`src/sv/assert_macros.svh`:
```
// Assertion macros used by the tokenizer core.
`ifndef ASSERT_MACROS_SVH
`define ASSERT_MACROS_SVH

// Check that cons holds in the same cycle as ante.
`define ASSERT_IMPL(label, clk, rst_n, ante, cons, msg) \
	label: assert property (@(posedge clk) disable iff (!rst_n) (ante) |-> (cons)) \
		else $error(msg);

// Check that cons holds in the cycle after ante.
`define ASSERT_NEXT(label, clk, rst_n, ante, cons, msg) \
	label: assert property (@(posedge clk) disable iff (!rst_n) (ante) |=> (cons)) \
		else $error(msg);

`endif

```
`src/sv/clt_pkg.sv`:
```
// Types, constants and helpers for the command line tokenizer.
package clt_pkg;

	localparam int LINE_MAX          = 64;
	localparam int MAX_PARAMS        = 10;
	localparam int PARAM_NAME_CHARS  = 10;
	localparam int PARAM_VALUE_CHARS = 20;

	localparam int FLD_MAX  = (PARAM_NAME_CHARS > PARAM_VALUE_CHARS) ?
		PARAM_NAME_CHARS : PARAM_VALUE_CHARS;
	localparam int BYTES_W  = $clog2(LINE_MAX + 1);
	localparam int NAME_W   = $clog2(LINE_MAX + 1);
	localparam int FLD_W    = $clog2(FLD_MAX);
	localparam int CNT_W    = 4;
	localparam int POS_W    = 6;
	localparam int CH_W     = 8;

	localparam logic [CH_W-1:0] CH_NUL    = 8'h00;
	localparam logic [CH_W-1:0] CH_SPACE  = 8'h20;
	localparam logic [CH_W-1:0] CH_QUOTE  = 8'h22;
	localparam logic [CH_W-1:0] CH_EQ     = 8'h3D;
	localparam logic [CH_W-1:0] CH_QMARK  = 8'h3F;
	localparam logic [CH_W-1:0] CH_USCORE = 8'h5F;

	localparam logic [BYTES_W-1:0] BYTES_LIMIT = BYTES_W'(LINE_MAX - 2);
	localparam logic [FLD_W-1:0]   NAME_LAST   = FLD_W'(PARAM_NAME_CHARS - 1);
	localparam logic [FLD_W-1:0]   VALUE_LAST  = FLD_W'(PARAM_VALUE_CHARS - 1);
	localparam logic [CNT_W-1:0]   PARAMS_LAST = CNT_W'(MAX_PARAMS);

	typedef enum logic [1:0] {
		TGT_NONE,
		TGT_CMD,
		TGT_PNAME,
		TGT_PVALUE
	} target_t;

	typedef enum logic [1:0] {
		FP_IDLE,
		FP_NAME,
		FP_VALUE
	} fphase_t;

	typedef struct packed {
		logic               in_param_phase;
		logic               finished;
		logic               error_seen;
		logic [BYTES_W-1:0] bytes_seen;
		logic [NAME_W-1:0]  name_length;
		fphase_t            field_phase;
		logic               quoted;
		logic [FLD_W-1:0]   field_length;
		logic [CNT_W-1:0]   params_found;
	} tok_state_t;

	typedef struct packed {
		target_t            target;
		logic [CNT_W-1:0]   param_index;
		logic [POS_W-1:0]   position;
		logic [CH_W-1:0]    data;
		logic               done_res;
		logic               status;
		logic [CNT_W-1:0]   param_count;
	} tok_result_t;

	function automatic logic is_name_char(input logic [CH_W-1:0] c);
		return (c >= 8'h30 && c <= 8'h39) || (c >= 8'h61 && c <= 8'h7A) ||
			(c >= 8'h41 && c <= 8'h5A) || (c == CH_USCORE);
	endfunction

endpackage

```
`src/sv/command_line_tokenizer_core.sv`:
```
// Top level of the command line tokenizer: input register, step logic, result register.
//
//  channel | signals                                   | direction
//  --------+-------------------------------------------+----------
//  in      | in_valid, in_ready, ch                     | into block
//  out     | out_valid, out_ready, target, param_index, | out of block
//          | position, data, done_res, status,          |
//          | param_count                                |
//
// One item a cycle while the result is not stalled; the result is registered.
// The line state updates as an item moves from the input register to the
// result register, so each byte sees the state left by the one before.
// arst_n clears the line state and both valid flags.
// A stalled result holds; the input register fills behind it, then in_ready drops.
`include "assert_macros.svh"

module command_line_tokenizer_core import clt_pkg::*; (
	input  logic              clk,
	input  logic              arst_n,
	input  logic              in_valid,
	output logic              in_ready,
	input  logic [CH_W-1:0]   ch,
	output logic              out_valid,
	input  logic              out_ready,
	output logic [1:0]        target,
	output logic [CNT_W-1:0]  param_index,
	output logic [POS_W-1:0]  position,
	output logic [CH_W-1:0]   data,
	output logic              done_res,
	output logic              status,
	output logic [CNT_W-1:0]  param_count
);

	logic            vld_s1;
	logic [CH_W-1:0] ch_s1;
	logic            out_valid_q;
	tok_result_t     res_q;
	tok_state_t      state_q;
	tok_state_t      state_nxt;
	tok_result_t     res_nxt;
	logic            adv;

	assign adv      = !out_valid_q || out_ready;
	assign in_ready = !vld_s1 || adv;

	clt_step u_step (
		.cur (state_q),
		.ch  (ch_s1),
		.nxt (state_nxt),
		.res (res_nxt)
	);

	always_ff @(posedge clk or negedge arst_n) begin
		if (!arst_n) begin
			vld_s1      <= 1'b0;
			out_valid_q <= 1'b0;
			state_q     <= '0;
		end else begin
			if (in_ready) begin
				vld_s1 <= in_valid;
			end
			if (adv) begin
				out_valid_q <= vld_s1;
				if (vld_s1) begin
					state_q <= state_nxt;
				end
			end
		end
	end

	always_ff @(posedge clk) begin
		if (in_valid && in_ready) begin
			ch_s1 <= ch;
		end
		if (adv && vld_s1) begin
			res_q <= res_nxt;
		end
	end

	assign out_valid   = out_valid_q;
	assign target      = res_q.target;
	assign param_index = res_q.param_index;
	assign position    = res_q.position;
	assign data        = res_q.data;
	assign done_res    = res_q.done_res;
	assign status      = res_q.status;
	assign param_count = res_q.param_count;

	`ASSERT_NEXT(a_line_end_clears, clk, arst_n, vld_s1 && adv && ch_s1 == CH_NUL, state_q == '0, "state not cleared after end of line")
	`ASSERT_IMPL(a_field_bound, clk, arst_n, 1'b1, state_q.field_length <= VALUE_LAST, "field length beyond limit")
	`ASSERT_IMPL(a_param_bound, clk, arst_n, 1'b1, state_q.params_found <= PARAMS_LAST, "parameter count beyond limit")
	`ASSERT_IMPL(a_idle_result, clk, arst_n, out_valid_q && res_q.target == TGT_NONE, res_q.position == '0 && res_q.data == '0 && res_q.param_index == '0, "no-write result carries payload")

endmodule

```
`src/sv/clt_step.sv`:
```
// Next-state and result logic for one byte of the command line.
module clt_step import clt_pkg::*; (
	input  tok_state_t        cur,
	input  logic [CH_W-1:0]   ch,
	output tok_state_t        nxt,
	output tok_result_t       res
);

	logic             err;
	logic [CNT_W-1:0] pf;
	fphase_t          fp;

	always_comb begin
		nxt             = cur;
		res             = '0;
		res.target      = TGT_NONE;
		err             = cur.error_seen;
		pf              = cur.params_found;
		fp              = cur.field_phase;

		if (ch == CH_NUL) begin
			// close the line
			if (!cur.error_seen) begin
				if (!cur.in_param_phase) begin
					res.target   = TGT_CMD;
					res.position = cur.name_length[POS_W-1:0];
				end else begin
					if (fp == FP_VALUE && cur.field_length != '0) begin
						res.target   = TGT_PVALUE;
						res.position = POS_W'(cur.field_length);
						fp           = FP_IDLE;
					end else if (fp == FP_NAME) begin
						res.target   = TGT_PNAME;
						res.position = POS_W'(cur.field_length);
					end
					if (fp != FP_IDLE || cur.quoted) begin
						err = 1'b1;
					end
				end
			end
			res.done_res    = 1'b1;
			res.status      = err;
			res.param_count = cur.params_found;
			nxt             = '0;
			nxt.field_phase = FP_IDLE;
		end else if (cur.bytes_seen < BYTES_LIMIT) begin
			nxt.bytes_seen = cur.bytes_seen + 1'b1;
			if (!cur.finished && !cur.error_seen) begin
				if (!cur.in_param_phase) begin
					if (ch == CH_SPACE) begin
						if (cur.name_length != '0) begin
							res.target         = TGT_CMD;
							res.position       = cur.name_length[POS_W-1:0];
							nxt.in_param_phase = 1'b1;
						end
					end else if (is_name_char(ch)) begin
						res.target      = TGT_CMD;
						res.position    = cur.name_length[POS_W-1:0];
						res.data        = ch;
						nxt.name_length = cur.name_length + 1'b1;
					end else if (ch == CH_QMARK && cur.name_length == '0) begin
						res.target      = TGT_CMD;
						res.data        = ch;
						nxt.name_length = NAME_W'(1);
						nxt.finished    = 1'b1;
					end else begin
						nxt.error_seen = 1'b1;
					end
				end else if (ch == CH_SPACE) begin
					if (cur.field_phase == FP_VALUE && !cur.quoted) begin
						if (cur.field_length != '0) begin
							res.target       = TGT_PVALUE;
							res.position     = POS_W'(cur.field_length);
							nxt.field_length = '0;
							nxt.field_phase  = FP_IDLE;
						end
					end else if (cur.quoted) begin
						if (cur.field_phase == FP_VALUE) begin
							if (cur.field_length >= VALUE_LAST) begin
								nxt.error_seen = 1'b1;
							end else begin
								res.target       = TGT_PVALUE;
								res.position     = POS_W'(cur.field_length);
								res.data         = ch;
								nxt.field_length = cur.field_length + 1'b1;
							end
						end else if (cur.field_phase == FP_NAME) begin
							nxt.error_seen = 1'b1;
						end
					end
				end else if (ch == CH_EQ) begin
					if (cur.field_phase == FP_NAME) begin
						res.target       = TGT_PNAME;
						res.position     = POS_W'(cur.field_length);
						nxt.field_length = '0;
						nxt.field_phase  = FP_VALUE;
					end else begin
						nxt.error_seen = 1'b1;
					end
				end else if (ch == CH_QUOTE) begin
					nxt.quoted = !cur.quoted;
				end else if (cur.field_phase == FP_IDLE) begin
					// open a new parameter
					if (cur.params_found >= PARAMS_LAST) begin
						nxt.error_seen = 1'b1;
					end else if (!is_name_char(ch) || NAME_LAST == '0) begin
						pf               = cur.params_found + 1'b1;
						nxt.params_found = pf;
						nxt.field_phase  = FP_NAME;
						nxt.field_length = '0;
						nxt.error_seen   = 1'b1;
					end else begin
						pf               = cur.params_found + 1'b1;
						nxt.params_found = pf;
						nxt.field_phase  = FP_NAME;
						res.target       = TGT_PNAME;
						res.data         = ch;
						nxt.field_length = FLD_W'(1);
					end
				end else if (cur.field_phase == FP_NAME) begin
					if (!is_name_char(ch) || cur.field_length >= NAME_LAST) begin
						nxt.error_seen = 1'b1;
					end else begin
						res.target       = TGT_PNAME;
						res.position     = POS_W'(cur.field_length);
						res.data         = ch;
						nxt.field_length = cur.field_length + 1'b1;
					end
				end else begin
					if (cur.field_length >= VALUE_LAST) begin
						nxt.error_seen = 1'b1;
					end else begin
						res.target       = TGT_PVALUE;
						res.position     = POS_W'(cur.field_length);
						res.data         = ch;
						nxt.field_length = cur.field_length + 1'b1;
					end
				end
			end
		end

		if ((res.target == TGT_PNAME || res.target == TGT_PVALUE) && pf != '0) begin
			res.param_index = pf - 1'b1;
		end
	end

endmodule

```
`config.mk`:
```
export PLATFORM = sky130hd
export DESIGN_NAME = command_line_tokenizer_core
export DESIGN_NICKNAME = d
export VERILOG_FILES = /design/src/sv/clt_pkg.sv /design/src/sv/command_line_tokenizer_core.sv /design/src/sv/clt_step.sv
export VERILOG_INCLUDE_DIRS = /design/src /design/src/sv
export SDC_FILE = /design/constraint.sdc
export NUM_CORES = 1
export LEC_CHECK = 0
export BUFFER_PORTS_ARGS = -buffer_cell sky130_fd_sc_hd__buf_2
export CORE_MARGIN = 8
export CORE_UTILIZATION = 60
export DETAILED_ROUTE_END_ITERATION = 10
export GPL_TIMING_DRIVEN = 0
export PLACE_DENSITY = 0.81
export SLEW_MARGIN = 10
export SYNTH_ARGS = -nofsm -noshare
export SYNTH_HDL_FRONTEND = slang
export SYNTH_SLANG_ARGS = --single-unit
```
`constraint.sdc`:
```
create_clock -name clk -period 3.3 [get_ports clk]
set_clock_uncertainty 0.1 [all_clocks]
set_input_delay 0.33 -clock clk [delete_from_list [all_inputs] [get_ports clk]]
set_output_delay 0.33 -clock clk [all_outputs]
set_load 0.005 [all_outputs]
```
==> key figures, run 1 <==
Die
  – Starting Density: 0.6096
  – Die ar.: 9680 sq um
  – Row Count: 30
  – Die W: 98.39 microns
  – Core area: 6681 sq um
  – Ports: 40
  – DIE HEIGHT: 98.39 microns

Global routing
  – Pin count of the biggest net entering global routing: 33
  – Gr usage total: 0.2457
  – Grt ovf: 0
  – First-pass GRT wire length: 18.93 mm
  – Met1 GRT Util: 0.3193
  – Met3 GRT Util: 0.04481
  – Vias in the first global route: 3660
  – GRT busiest layer: met2
  – Met2 Track Usage GR: 0.3846
  – Initial antenna violation count: 0

Placement
  – Port bufs: 39
  – RePlAce Congestion: 0.9525
  – Post-DP HPWL: 8.091 mm
  – Post-Place Worst Slack: 71.10 ps

Critical path
  – CP max FO: 10
  – Crit path from: ch_s1[1]
  – Req. time, crit path: 3290 ps
  – Type of origin of the critical path: flop
  – Classification of the worst setup path: flop to flop
  – Critical-path cell list: buf_6 > nor4_2 > a2111oi_4 > or2_1 > clkbuf_1 > clkbuf_1 > o31ai_1 > nor3b_1
  – Reg2Reg Capture Point: data[0]
  – Slowest-stage cell, CP: nor4_2
  – Data arrival time of the critical path: 3180 ps
  – CP most frequent cell: clkbuf_1
  – Largest stage delay, worst path: 600 ps
  – Crit. End Element: flop
  – Crit path to: data[0]
  – RR Startpoint: ch_s1[1]
  – Reg-to-reg slack, setup: 110 ps
  – Register-to-Register Path Depth: 8

Detailed routing
  – Post-route ant nets: 0
  – Initial DRC count: 365
  – Detailed Routing Iterations Pass 1: 5
  – Wire per inst: 20.87 microns
  – Total number of vias: 3690
  – Remaining DRCs: 0
  – Post-Route WL: 11.56 mm
  – Via/cell ratio: 6.661

Clocking
  – H-tree depth: 3
  – Clock buffer depth: 2
  – Clock slew at reported path FFs: 80 ps
  – Post-CTS setup buffers: 0
  – Worst-Skew Late Latency: 360 ps
  – CTS tree: built
  – # clock sinks: 65
  – Root buf cell: clkbuf_8
  – TritonCTS Buffers: 9

Power and ir drop
  – Clock group share of total power: 0.251
  – P_leak: 1.788 nW
  – Comb pwr share: 0.286
  – Pint: 1.564 mW
  – P_sw: 953.6 uW
  – Worst vdd ir: 0.3781 mV
  – Sequential share of power: 0.463
  – Sw frac: 0.3787
  – Pwr/cell area: 547.6 nW/um^2

Timing
  – Setup TNS: 0 ps
  – Period minus WS final: 3188 ps
  – Fin worst setup slack: 112.0 ps
  – Least-Margin Pin Slew: 1189 ps
  – Crit share post-route: 0.9661
  – Relative slew margins: 0.2026
  – Final max-slew violation count: 0
  – Unrepaired setup endpoints after global routing: no
  – Setup Viol. Count Final: 0
  – Fin. Hold Viols: 0
  – Fmax: 313.7 MHz

Run status
  – Outcome: complete, no violations

Min path
  – Worst hold path type: primary input to flop

Synth
  – Top cell type's share of synthesized area: 0.2507
  – Register area share after synthesis: 0.4412
  – Synth unique cells: 82
  – Leading area contributor after synthesis: edfxtp_1
  – Number of synthesized flops with an enable pin: 34
  – Gate Count Post-Synth: 418
  – Synthesized area: 4073 sq um
  – Syn Area/Cell: 9.743 sq um
  – Yosys Warn Count: 0
  – Ys flop type: edfxtp_1
  – Post-Syn Nets: 440
  – Register bit total from synthesis: 65
  – Asr flop ratio synth: 0.4769
  – Area contributors post-synth: edfxtp_1, dfrtp_1, nor2_1

Finish
  – P&R area growth vs syn: 12.90%
  – Final net count: 491
  – Most common cell after layout, fill and taps aside: buf_2
  – Layout cell share with drive strength beyond 1: 0.1962
  – Ant diodes: 0
  – Commonest non-fill, non-tap cells in the layout: buf_2, nor2_1, edfxtp_1

Flow run
  – Max Cap Violations: 0
## layer usage
layer	part of all wire	wire length, microns
met5	0	0
met4	0.034	389
met3	0.083	963
met2	0.46	5312
met1	0.42	4899
## layout make-up
class,instances,area (sq um)
multi-input combinational,315,2155
fill,545,2083
sequential,65,1797
timing repair buffer,40,205.2
clock buffer,10,127.6
tap,80,100.1
buffer,22,98.84
inverter,16,65.06
clock inverter,6,50.05
## cells by family after synthesis
kind of cell	Yosys count	share of synthesized area
AO/OA/AOI/OAI	117	0.2175
buffers and inverters	38	0.03994
multiplexers	8	0.02120
flip-flops	65	0.4412
AND/OR/NAND/NOR	171	0.2301
XOR/XNOR	9	0.01936
adder cells (fa/ha/maj)	10	0.03072
## power groups by stage
stage	sequential, mW	combinational [mW]	clock [mW]
3_3_place_gp	1.16	0.677	0
3_5_place_dp	1.17	0.693	0
5_1_grt	1.18	0.802	0.656
4_1_cts	1.16	0.703	0.634
6_report	1.16	0.721	0.632
2_1_floorplan	1.13	0.513	0
## stage by stage
step	cells	instance area, sq um	hold slack (ps)	utilization	total power, mW
floorplan	418	4073	-65.59	-	1.639
global placement	537	4368	332.1	0.6537	1.841
detailed placement	537	4368	347.3	0.6537	1.867
CTS	554	4556	36.47	0.6818	2.494
global route	554	4598	33.38	0.6882	2.642
finish	554	4598	39.28	0.6882	2.518
## registers in the layout, indices dropped and copies added (netlist names)
register / flops
target: 2
vld_s1: 1
param_count: 4
position: 6
status: 1
ch_s1: 8
done_res: 1
param_index: 4
out_valid: 1
state_q: 29
data: 8
## cells in the mapped netlist, drive strengths merged, types with 3 or more instances
library cell  instances
a2111oi               5
a21boi                3
a21oi                23
a22o                  3
a31oi                10
a32oi                 4
and2                  8
and3                  9
and4                  3
buf                   7
clkbuf               15
dfrtp                31
edfxtp               34
ha                   10
inv                  15
mux2                  5
mux2i                 3
nand2                30
nand2b               10
nand3                11
nor2                 41
nor2b                 5
nor3                 14
nor3b                 8
nor4                  6
o2111ai               4
o211ai                7
o21ai                19
o31ai                 9
or2                   6
or3                   4
or4                   5
xnor2                 7
## worst max-delay path, delay by kind of cell (launching register included)
family | cells | cell delay [ps]
flops | 1 | 420
simple gates | 3 | 980
buf+inv | 3 | 650
compound gates | 2 | 770
## timing repair
action,4_1_cts,5_1_grt
hold buffers,1,0
hold endpoints to repair,31,0
endpoints found under the setup margin,0,12
resized for setup,0,7
## how the worst min path moves through the flow
stage | from | endpoint | slack, ps | depth (start not counted)
global placement | arst_n | state_q[7] | 330 | 1
CTS | ch[6] | ch_s1[6] | 40 | 1
finish | ch[7] | ch_s1[7] | 40 | 1
floorplan | arst_n | out_valid | -70 | 0
detailed placement | arst_n | state_q[7] | 350 | 1
global route | ch[6] | ch_s1[6] | 30 | 1
Power figures use the tool's default switching activity.
==> inputs of run 2 (changes only) <==
==> constraint.sdc (replaced) <==
create_clock -name clk -period 4 [get_ports clk]
set_clock_uncertainty 0.1 [all_clocks]
set_input_delay 0.4 -clock clk [delete_from_list [all_inputs] [get_ports clk]]
set_output_delay 0.4 -clock clk [all_outputs]
set_load 0.005 [all_outputs]
==> run 2 against run 1 <==
Total power shrank 18%. Sequential share of layout area grew 0.45 points. Clock power decreased by 18%. Critical path type unchanged. Non-clock buffer count down 1. Final cell count fell by 0.18%. Largest power group unchanged. Via count increased by 0.14%.
==> key figures, run 2 (synthesized netlist as in run 1, its figures left out) <==
Timing
  – Fin. Hold Viols: 0 (unchanged)
  – Unrepaired setup endpoints after global routing: no
  – Setup TNS: 0 ps (unchanged)
  – Hold_ws: 3.941 ps (-35.34 ps)
  – Crit share post-route: 0.8309 (-0.1352)
  – Period minus WS final: 3324 ps (+135.5 ps)
  – Final max-slew violation count: 0 (unchanged)
  – Fmax: 300.9 MHz (-4.1%)
  – Least-Margin Pin Slew: 1204 ps (+15.38 ps)
  – Relative slew margins: 0.1923 (-0.01032)
  – Setup Viol. Count Final: 0 (unchanged)

Detailed routing
  – Remaining DRCs: 0 (unchanged)
  – Via/cell ratio: 6.682 (+0.32%)
  – Initial DRC count: 321 (-12%)
  – Detailed Routing Iterations Pass 1: 5 (unchanged)
  – Wire per inst: 20.68 microns (-0.94%)
  – Total number of vias: 3695 (+0.14%)
  – Post-route ant nets: 0 (unchanged)
  – Post-Route WL: 11.44 mm (-1.1%)

Global routing
  – Grt ovf: 0 (unchanged)
  – First-pass GRT wire length: 18.93 mm (unchanged)
  – Initial antenna violation count: 0 (unchanged)
  – Gr usage total: 0.2457 (unchanged)
  – Pin count of the biggest net entering global routing: 33 (unchanged)
  – Vias in the first global route: 3655 (-0.14%)

Die
  – Core area: 6681 sq um (unchanged)
  – Ports: 40 (unchanged)
  – DIE HEIGHT: 98.39 microns (unchanged)
  – Die ar.: 9680 sq um (unchanged)
  – Die W: 98.39 microns (unchanged)
  – Row Count: 30 (unchanged)
  – Starting Density: 0.6096 (unchanged)

Power and ir drop
  – P_sw: 779.9 uW (-18%)
  – Comb pwr share: 0.285 (about the same)
  – Sequential share of power: 0.464 (about the same)
  – Pwr/cell area: 454.9 nW/um^2 (-17%)
  – Worst vdd ir: 0.3115 mV (-18%)
  – Clock group share of total power: 0.252 (about the same)
  – P_leak: 1.771 nW (-0.99%)
  – Sw frac: 0.3772 (-0.001573)
  – Pint: 1.288 mW (-18%)

Critical path
  – Largest stage delay, worst path: 850 ps (+250 ps)
  – Data arrival time of the critical path: 3340 ps (+160 ps)
  – Critical path's top delay family: simple AND/OR/NAND/NOR gates
  – Req. time, crit path: 4010 ps (+720 ps)
  – Slowest-stage cell, CP: nor4b_1
  – Buffers & Inverters on Critical Path: 3 (unchanged)
  – CP max FO: 9 (-1)
  – Classification of the worst setup path: flop to flop
  – Critical-path cell list: clkbuf_1 > inv_1 > ha_1 > nor4b_1 > a21oi_1 > a21oi_1 > nor3b_1 > o32ai_1 > inv_1 > and3_1
  – Crit. End Element: flop
  – Type of origin of the critical path: flop

Finish
  – Max reg flops: 29 (unchanged)
  – Ant diodes: 0 (unchanged)
  – Layout cell share with drive strength beyond 1: 0.1882 (-0.008042)
  – Most flop-heavy register: state_q
  – P&R area growth vs syn: 11.61%
  – Most common cell after layout, fill and taps aside: buf_2
  – Final net count: 490 (-0.20%)
  – Commonest non-fill, non-tap cells in the layout: buf_2, nor2_1, edfxtp_1

Clocking
  – Worst-Skew Late Latency: 360 ps (about the same)
  – Hold_buf cts: 0 (-1)
  – TritonCTS Buffers: 9 (unchanged)
  – CTS tree: built
  – Post-CTS setup buffers: 0 (unchanged)
  – # clock sinks: 65 (unchanged)
  – H-tree depth: 3 (unchanged)
  – Root buf cell: clkbuf_8
  – Clock slew at reported path FFs: 80 ps (about the same)
  – Post-CTS Resized: 0 (unchanged)
  – Clock buffer depth: 2 (unchanged)

Run status
  – Outcome: complete, no violations

Flow run
  – Max Cap Violations: 0 (unchanged)

Placement
  – RePlAce Congestion: 0.9525 (unchanged)
  – Post-DP HPWL: 8.091 mm (unchanged)
  – Port bufs: 39 (unchanged)

Min path
  – Worst hold path type: primary input to async pin
run 2: final cells by class:
class,instances,area (sq um)
flip-flops and latches,65,1797
clock inverters,6,50.05
clock buffers,10,127.6
inverters,16,65.06
repair buffers,39,195.2
plain buffers,22,97.59
multi-input cells,315,2113
fillers,556,2136
well taps,80,100.1
run 2: worst reg2reg max path, cell delays in order, from the launching register on:
cell and delay, ps:
dfrtp_1 420, clkbuf_1 220, inv_1 140, ha_1 160, nor4b_1 850, a21oi_1 210, a21oi_1 270, nor3b_1 110
o32ai_1 310, inv_1 120, and3_1 190
run 2: path summary, 6_finish.rpt:
kind,endpoint,slack [ps],start,depth (start not counted)
setup / recovery,param_index[0],680,state_q[4],10
hold / removal,state_q[21],4,arst_n,1
setup reg to reg,param_index[0],680,state_q[4],10
hold reg to reg,out_valid,390,vld_s1,1
max in group asynchronous,state_q[10],3320,arst_n,1
min in group clk,ch_s1[7],110,ch[7],1
run 2: power by group through the flow:
stage	registers, mW	clock network, mW	logic, mW
2_1_floorplan	0.929	0	0.423
3_3_place_gp	0.960	0	0.558
3_5_place_dp	0.968	0	0.572
4_1_cts	0.954	0.523	0.580
5_1_grt	0.976	0.541	0.654
6_report	0.959	0.520	0.588
run 2: per-layer routing:
metal	global-route usage	vias to the layer above	part of all wire
met2	0.3846	196	0.46
met3	0.04481	42	0.084
li1	-	1689	-
met5	0	-	0
met4	0.1192	0	0.033
met1	0.3193	1768	0.43
run 2: through the flow:
| stage | std cells | utilization | cell area (sq um) | total power [mW] | worst slack (ps) |
|---|---|---|---|---|---|
| 3_3_place_gp | 537 | 0.6537 | 4368 | 1.519 | 783.0 |
| 5_1_grt | 553 | 0.6803 | 4546 | 2.170 | 391.3 |
| 2_1_floorplan | 418 | - | 4073 | 1.352 | 1145 |
| 6_report | 553 | 0.6803 | 4546 | 2.068 | 676.5 |
| 4_1_cts | 553 | 0.6803 | 4546 | 2.057 | 713.6 |
| 3_5_place_dp | 537 | 0.6537 | 4368 | 1.541 | 757.2 |
==> inputs of run 3 (changes only) <==
--- a/config.mk
+++ b/config.mk
@@ -8,10 +8,10 @@
 export LEC_CHECK = 0
 export BUFFER_PORTS_ARGS = -buffer_cell sky130_fd_sc_hd__buf_2
 export CORE_MARGIN = 8
-export CORE_UTILIZATION = 60
+export CORE_UTILIZATION = 54
 export DETAILED_ROUTE_END_ITERATION = 10
 export GPL_TIMING_DRIVEN = 0
-export PLACE_DENSITY = 0.81
+export PLACE_DENSITY = 0.77
 export SLEW_MARGIN = 10
 export SYNTH_ARGS = -nofsm -noshare
 export SYNTH_HDL_FRONTEND = slang
==> constraint.sdc (replaced) <==
create_clock -name clk -period 2.85 [get_ports clk]
set_clock_uncertainty 0.1 [all_clocks]
set_input_delay 0.285 -clock clk [delete_from_list [all_inputs] [get_ports clk]]
set_output_delay 0.285 -clock clk [all_outputs]
set_load 0.005 [all_outputs]
==> run 3 against run 2 <==
Sequential cell count unchanged. Sequential share of layout area is 4.1 points lower. Worst hold slack got worse by 2.6 ps. Register-to-register slack worse by 660 ps. Wire length increased by 8.2%. Setup slack lost 660 ps. Sequential power is 40% higher. Utilization up 1.8 points. Largest cell class unchanged.
==> key figures, run 3 (synthesized netlist as in run 1, its figures left out) <==
Run status
  – Outcome: complete, no violations

Critical path
  – Reg2Reg Capture Point: param_index[3]
  – Crit. End Element: flop
  – Register-to-Register Path Depth: 9 (-1)
  – Req. time, crit path: 2970 ps (-1040 ps)
  – RR Startpoint: ch_s1[2]
  – Reg-to-reg slack, setup: 20 ps (-660 ps)
  – Classification of the worst setup path: flop to flop
  – Critical-path cell list: buf_6 > or4_4 > o2111ai_4 > nor4_4 > xnor2_2 > ha_2 > a311o_1 > mux2_4 > nor2_1
  – Crit path from: ch_s1[2]
  – Data arrival time of the critical path: 2960 ps (-380 ps)
  – Slowest-stage cell, CP: or4_4
  – Largest stage delay, worst path: 560 ps (-290 ps)
  – CP max FO: 5 (-4)
  – Type of origin of the critical path: flop

Clocking
  – Clock buffer depth: 2 (unchanged)
  – # clock sinks: 65 (unchanged)
  – Root buf cell: clkbuf_8
  – Worst-Skew Late Latency: 360 ps (about the same)
  – H-tree depth: 3 (unchanged)
  – CTS tree: built
  – Clock slew at reported path FFs: 80 ps (about the same)
  – TritonCTS Buffers: 9 (unchanged)

Placement
  – Placed Area: 4398 sq um (+0.69%)
  – Placed cells: 556 (+3.5%)
  – RePlAce Congestion: 0.9382 (-1.5%)
  – Post-DP HPWL: 8.245 mm (+1.9%)
  – Port bufs: 39 (unchanged)

Finish
  – Most flop-heavy register: state_q
  – Commonest non-fill, non-tap cells in the layout: buf_2, nor2_1, edfxtp_1
  – Layout Cells excl Fill: 600 (+8.5%)
  – P&R area growth vs syn: 25.01%
  – Ant diodes: 0 (unchanged)
  – Max reg flops: 29 (unchanged)
  – Filler Cells Inserted: 594 (+6.8%)
  – Post-route cell area: 5091 sq um (+12%)
  – Final net count: 518 (+5.7%)
  – Most common cell after layout, fill and taps aside: buf_2
  – Layout cell share with drive strength beyond 1: 0.2954 (+0.1072)

Timing
  – Final max-slew violation count: 0 (unchanged)
  – Least-Margin Pin Slew: 825.2 ps (-378.9 ps)
  – Fmax: 353.0 MHz (+17%)
  – Crit share post-route: 0.9940 (+0.1632)
  – Setup Viol. Count Final: 0 (unchanged)
  – Relative slew margins: 0.4478 (+0.2555)
  – Fin. Hold Viols: 0 (unchanged)
  – Period minus WS final: 2833 ps (-490.5 ps)
  – Unrepaired setup endpoints after global routing: yes

Die
  – DIE HEIGHT: 102.8 microns (+4.5%)
  – Ports: 40 (unchanged)
  – Row Count: 31 (+3.3%)
  – Die ar.: 10580 sq um (+9.3%)
  – Die W: 102.8 microns (+4.5%)
  – Starting Density: 0.5585 (-0.05104)
  – Core area: 7292 sq um (+9.1%)

Global routing
  – Pin count of the biggest net entering global routing: 33 (unchanged)
  – Gr usage total: 0.2373 (-0.008333)
  – Vias in the first global route: 3635 (-0.55%)
  – First-pass GRT wire length: 19.27 mm (+1.8%)
  – Grt ovf: 0 (unchanged)
  – Initial antenna violation count: 0 (unchanged)

Detailed routing
  – Initial DRC count: 293 (-8.7%)
  – Remaining DRCs: 0 (unchanged)
  – Wire per inst: 20.61 microns (-0.31%)
  – Post-route ant nets: 0 (unchanged)
  – Via/cell ratio: 6.375 (-4.6%)
  – Detailed Routing Iterations Pass 1: 5 (unchanged)
  – Total number of vias: 3825 (+3.5%)
  – Post-Route WL: 12.37 mm (+8.2%)

Power and ir drop
  – P_leak: 2.017 nW (+14%)
  – Total power: 3.252 mW (+57%)
  – Worst vdd ir: 0.4041 mV (+30%)
  – Pwr/cell area: 638.8 nW/um^2 (+40%)

Min path
  – Worst hold path type: primary input to flop
  – WHS Endpoint: ch_s1[5]
  – Worst hold stages: 1
  – Hold_sp: ch[5]

Flow run
  – Max Cap Violations: 0 (unchanged)
==> run 3: cell count changes in the layout (fill, tap and decap cells not counted), sizes merged <==
cell | previous run | this run
clkinv | 3 | 4
bufinv | 0 | 1
dlygate4sd3 | 0 | 3
clkbuf | 25 | 22
buf | 46 | 74
inv | 17 | 15
==> run 3: worst max-delay path by stage <==
stage	slack, ps	cells past startpoint	end
finish	20	9	param_index[3]
CTS	4	9	param_index[3]
global route	-90	9	param_index[0]
global placement	-530	10	param_index[0]
detailed placement	-440	10	param_index[0]
floorplan	60	10	param_index[3]
==> run 3: stage by stage <==
step / TNS, ps / setup WS, ps / hold WS (ps) / util
6_report: 0 / 16.99 / 1.332 / 0.6982
5_1_grt: -257.9 / -88.14 / 2.027 / 0.6982
4_1_cts: 0 / 4.017 / 0.04752 / 0.6615
3_5_place_dp: -6204 / -444.3 / 302.6 / 0.6031
3_3_place_gp: -6115 / -529.8 / 292.3 / 0.6031
2_1_floorplan: 0 / 55.95 / -110.6 / -
==> run 3: layout make-up <==
type | count | area [sq um] | area share
multi-input combinational | 315 | 2327 | 0.4571
clock buffer | 10 | 148.9 | 0.02925
tap | 99 | 123.9 | 0.02433
buffer | 20 | 110.1 | 0.02163
inverter | 16 | 68.82 | 0.01352
clock inverter | 6 | 72.57 | 0.01425
sequential | 65 | 1802 | 0.3539
timing repair buffer | 69 | 437.9 | 0.08602
==> run 3: critical path, delay by kind of cell (launching register included) <==
kind / cells / cell delay [ps]
AO/OA/AOI/OAI: 2 / 600
adder cells (fa/ha/maj): 1 / 210
AND/OR/NAND/NOR: 3 / 740
flip-flops: 1 / 470
XOR/XNOR: 1 / 160
buffers and inverters: 1 / 170
multiplexers: 1 / 250
==> run 3: metal layers <==
layer	track usage	wire, microns
met1	0.3114	5196
met2	0.3741	5778
met4	0.1046	368
met3	0.04389	1026
met5	0	0
==> run 3: report_power, final <==
group          internal (mW)  leakage (nW)  switching (mW)
combinational          0.442          1.19           0.593
clock                  0.465         0.108           0.413
sequential              1.15         0.717           0.187
==> run 3: repair_timing <==
item                       in CTS  in global routing
setup buffers                   7                 19
setup endpoints to repair      37                 31
gates cloned                    0                  1
hold buffers                    3                  0
hold endpoints to repair       33                  0
pin swaps                       7                 13
gates resized for setup        24                 36
